`src/rtl/core/sst_pkg.sv`:
```
// Shared types and constants for the sorted set table.
package sst_pkg;

  localparam int OP_W    = 2;
  localparam int VALUE_W = 32;
  localparam int INDEX_W = 6;
  localparam int COUNT_W = 7;

  typedef enum logic [OP_W-1:0] {
    OP_INSERT   = 2'd0,
    OP_ERASE    = 2'd1,
    OP_CONTAINS = 2'd2,
    OP_GET      = 2'd3
  } op_e;

  typedef struct packed {
    logic ins;
    logic del;
  } cell_ctl_t;

endpackage

```
`src/rtl/core/sst_cell.sv`:
```
// One table entry: compare against the lookup item and shift with its neighbors.
module sst_cell #(
  parameter int W  = 32,
  parameter int CW = 7,
  parameter int K  = 0
) (
  input  logic                          clk_i,
  input  sst_pkg::cell_ctl_t            ctl_i,
  input  logic [W-1:0]                  val_i,
  input  logic [CW-1:0]                 cnt_i,
  input  logic [sst_pkg::INDEX_W-1:0]   idx_i,
  input  logic                          prev_lt_i,
  input  logic [W-1:0]                  prev_ent_i,
  input  logic [W-1:0]                  next_ent_i,
  output logic [W-1:0]                  ent_o,
  output logic                          lt_o,
  output logic                          eq_o,
  output logic [W-1:0]                  rd_o
);

  localparam int  IW     = sst_pkg::INDEX_W;
  localparam bit  IN_IDX = K < (2 ** IW);

  logic [W-1:0] ent_q;
  logic [W-1:0] ent_d;
  logic         used;
  logic         sel;

  assign used  = CW'(K) < cnt_i;
  assign lt_o  = used && (ent_q < val_i);
  assign eq_o  = used && (ent_q == val_i);
  assign sel   = IN_IDX && used && (IW'(K) == idx_i);
  assign rd_o  = sel ? ent_q : '0;
  assign ent_o = ent_q;

  always_comb begin
    ent_d = ent_q;
    if (ctl_i.ins && !lt_o) begin
      ent_d = prev_lt_i ? val_i : prev_ent_i;
    end else if (ctl_i.del && !lt_o) begin
      ent_d = next_ent_i;
    end
  end

  always_ff @(posedge clk_i) begin
    ent_q <= ent_d;
  end

endmodule

```
`config.mk`:
```
export PLATFORM = sky130hd
export DESIGN_NAME = sst_cell
export DESIGN_NICKNAME = d
export VERILOG_FILES = /design/src/rtl/core/sst_pkg.sv /design/src/rtl/core/sst_cell.sv
export SDC_FILE = /design/constraint.sdc
export NUM_CORES = 1
export LEC_CHECK = 0
export ABC_AREA = 1
export BUFFER_PORTS_ARGS = -buffer_cell sky130_fd_sc_hd__buf_2
export CORE_AREA = 2 2 107 78
export CTS_BUF_LIST = sky130_fd_sc_hd__clkbuf_4
export CTS_CLUSTER_SIZE = 14
export DETAILED_ROUTE_END_ITERATION = 10
export DIE_AREA = 0 0 109 80
export GPL_ROUTABILITY_DRIVEN = 0
export PLACE_DENSITY = 0.74
export SETUP_SLACK_MARGIN = 0.2
export SKIP_LAST_GASP = 1
export SLEW_MARGIN = 25
export SYNTH_ARGS = -nofsm -noshare
export SYNTH_HDL_FRONTEND = slang
export SYNTH_SLANG_ARGS = --single-unit
```
`constraint.sdc`:
```
create_clock -name clk_i -period 8.3 [get_ports clk_i]
set_input_delay 0 -clock clk_i [delete_from_list [all_inputs] [get_ports clk_i]]
set_output_delay 0 -clock clk_i [all_outputs]
set_load 0.01 [all_outputs]
```
==> flow_summary.json <==
{
  "std_cell_rows": 27,
  "post-route-period-util_pct": 36.8,
  "intPower_mw": 0.355,
  "synth_nets": 582,
  "peakVddDrop_uv": 60.3,
  "ys_ff_latch": 32,
  "rsz0062_at_grt": "false",
  "grt_pass1_wl_mm": 14.7,
  "synth.distinct_cells": 26,
  "slew_viol_final": 0,
  "routed_via_density": 4.72,
  "skew_ps": 11.5,
  "status": "finished, final reports clean",
  "die_w_um": 109,
  "p_leak_nw": 2.53,
  "grt_max_degree": 64,
  "gr-total-overflow": 0,
  "final_core_util_pct": 55.9,
  "holdCritPathClass": "in2reg",
  "ant_nets": 0,
  "path_clk_slew_ps": 100,
  "final_nets": 781,
  "clock_path_buffers": 2,
  "place_hpwl_mm": 7.03,
  "htreeDepth": 2,
  "cap_violations": 0,
  "cts_resized": 0,
  "worst-setup-path-type": "reg2reg",
  "drc_errors": 0,
  "cp-start-kind": "flop",
  "yosysWarningCount": 0,
  "fp.coreArea_um2": 7670,
  "fillCellCount": 740,
  "clock_sinks": 32,
  "die_h_um": 80,
  "period_needed_ps": 3060,
  "start_util_pct": 39.3,
  "path_max_fanout": 34,
  "timing.fmax_mhz": 327,
  "io_pins": 179,
  "setup_viol": 0,
  "area_delta_synth_final_pct": 42.3,
  "syn_area_um2": 3010,
  "synthTopCellsByArea": "edfxtp_1 (32%), ha_1 (13%), nand2_1 (11%), inv_1 (9.9%), nor2_1 (9.4%)",
  "synth_top_area_cell": "edfxtp_1",
  "sw_frac_of_total_pct": 39.5,
  "dieArea_um2": 8720,
  "tritoncts": "yes",
  "end_kind": "flop",
  "clockPowerShare_pct": 13.3,
  "worstSkewPairLatency_ps": 320,
  "required_ps": 8240,
  "antennaDiodeCount": 0,
  "largest_register_ffs": 32,
  "wire_per_inst_um": 13.2,
  "p_switching_mw": 0.232,
  "relSlewSlack_pct": 37.8,
  "grt_pass1_vias": 3318,
  "r2r_slack_ps": 5240,
  "drt_iter0_markers": 304,
  "cts_root_buffer": "clkbuf_4",
  "cts_buffers": 5,
  "pwr-share-comb_pct": 45.2,
  "gr-usage-all-layers_pct": 21.5,
  "synth_top_area_share_pct": 31.9,
  "drtPass1Iterations": 4,
  "port_buffers": 178,
  "syn-instance-count": 437,
  "antenna_found_initial": 0,
  "arrival_ps": 3000,
  "setup_tns_ps": 0,
  "yosysSeqAreaShare_pct": 31.9,
  "routed_wl_mm": 9.69,
  "syn_avg_cell_area_um2": 6.89,
  "drive_above_1_share_pct": 32.6,
  "finalHoldViolCount": 0,
  "pwr-share-seq_pct": 41.6,
  "vias": 3466,
  "power.density_nw_per_um2": 137,
  "holdWs_ps": 110,
  "worst_slew_pin_slew_ps": 931
}
==> synthesized netlist by cell type <==
cell type / n
o21ai_0: 1
ha_1: 32
buf_2: 5
mux2_2: 1
and3_1: 1
nor4_1: 1
o21bai_1: 2
a21oi_1: 42
nand3b_1: 1
nand4_1: 3
inv_1: 79
nor2_1: 75
buf_1: 1
nand2_1: 92
a21o_1: 1
clkbuf_1: 8
nand2_2: 13
buf_6: 2
nand2_4: 2
buf_4: 3
nand3_1: 34
nor2_2: 3
edfxtp_1: 32
buf_12: 1
nor2_4: 1
nor3_2: 1
==> critical path: stages, from the launching register on <==
cell	delay (ps)
edfxtp_1	430
ha_1	310
nand2_1	70
nor2_1	170
nand4_1	160
nor2_1	190
nand2_2	90
nand2_4	340
inv_1	160
nor2_4	730
==> power groups by stage <==
stage / registers (mW) / logic, mW / clock network [mW]
after global placement: 0.244 / 0.247 / 0
after detailed placement: 0.247 / 0.253 / 0
after floorplan: 0.257 / 0.153 / 0
after global routing: 0.248 / 0.302 / 0.0856
after CTS: 0.244 / 0.266 / 0.0807
final: 0.244 / 0.265 / 0.0778
==> kinds of logic (layout without fill, tap and decap cells) <==
family | count (synthesis) | count (layout) | share of synthesized area [%]
muxes | 1 | 1 | 0.374
AOI/OAI and AO/OA | 46 | 46 | 7.90
DFF | 32 | 32 | 31.9
and+or+nand+nor | 227 | 227 | 32.5
adders and majority gates | 32 | 32 | 13.3
buffers and inverters | 99 | 296 | 14.0
==> path summary, 6_finish.rpt <==
kind,start,endpoint,depth (start not counted)
worst max-delay path,ent_o[23],ent_o[16],9
worst min-delay path,prev_ent_i[0],ent_o[0],4
worst max register to register,ent_o[23],ent_o[16],9
worst min register to register,ent_o[30],ent_o[0],8
==> per-layer routing <==
metal | up-vias | global-route usage (%) | routed length, µm
met5 | - | 0 | 0
met4 | 0 | 5.51 | 99
met3 | 8 | 3.51 | 749
met2 | 155 | 38.8 | 4530
met1 | 1532 | 26.4 | 4310
li1 | 1771 | - | -
==> cell usage in the layout (no fill, tap or decap), types with 2 or more instances in the layout <==
cell type      instances
a21oi_1               42
buf_2                178
buf_4                  2
clkbuf_4               5
dlygate4sd3_1         32
edfxtp_1              32
ha_1                  32
inv_1                 79
nand2_1               92
nand2_2               13
nand2_4                2
nand3_1               34
nand4_1                3
nor2_1                74
nor2_2                 3
nor2_4                 2
o21bai_1               2
==> final cells by class <==
class	count	area, µm²	share of cell area, %
multi-input combinational	306	1640	38.2
timing repair buffer	212	1230	28.6
sequential	32	961	22.4
inverter	79	297	6.92
tap	101	126	2.95
clock buffer	5	37.5	0.876
==> stage by stage <==
| step | cell area (µm²) | instances | setup slack, ps | power (mW) |
|---|---|---|---|---|
| 2_1_floorplan | 3010 | 437 | 5070 | 0.410 |
| 4_1_cts | 4280 | 735 | 5200 | 0.591 |
| 3_3_place_gp | 3930 | 698 | 5330 | 0.491 |
| 6_report | 4280 | 735 | 5240 | 0.587 |
| 3_5_place_dp | 3930 | 698 | 5230 | 0.500 |
| 5_1_grt | 4280 | 735 | 4970 | 0.635 |
==> repair_timing <==
item | 4_1_cts | 5_1_grt
setup endpoints to repair | 0 | 0
hold buffers | 32 | 0
hold endpoints to repair | 32 | 0
buffers inserted | 0 | 0
No activity file was read; power rests on OpenSTA's default activity.
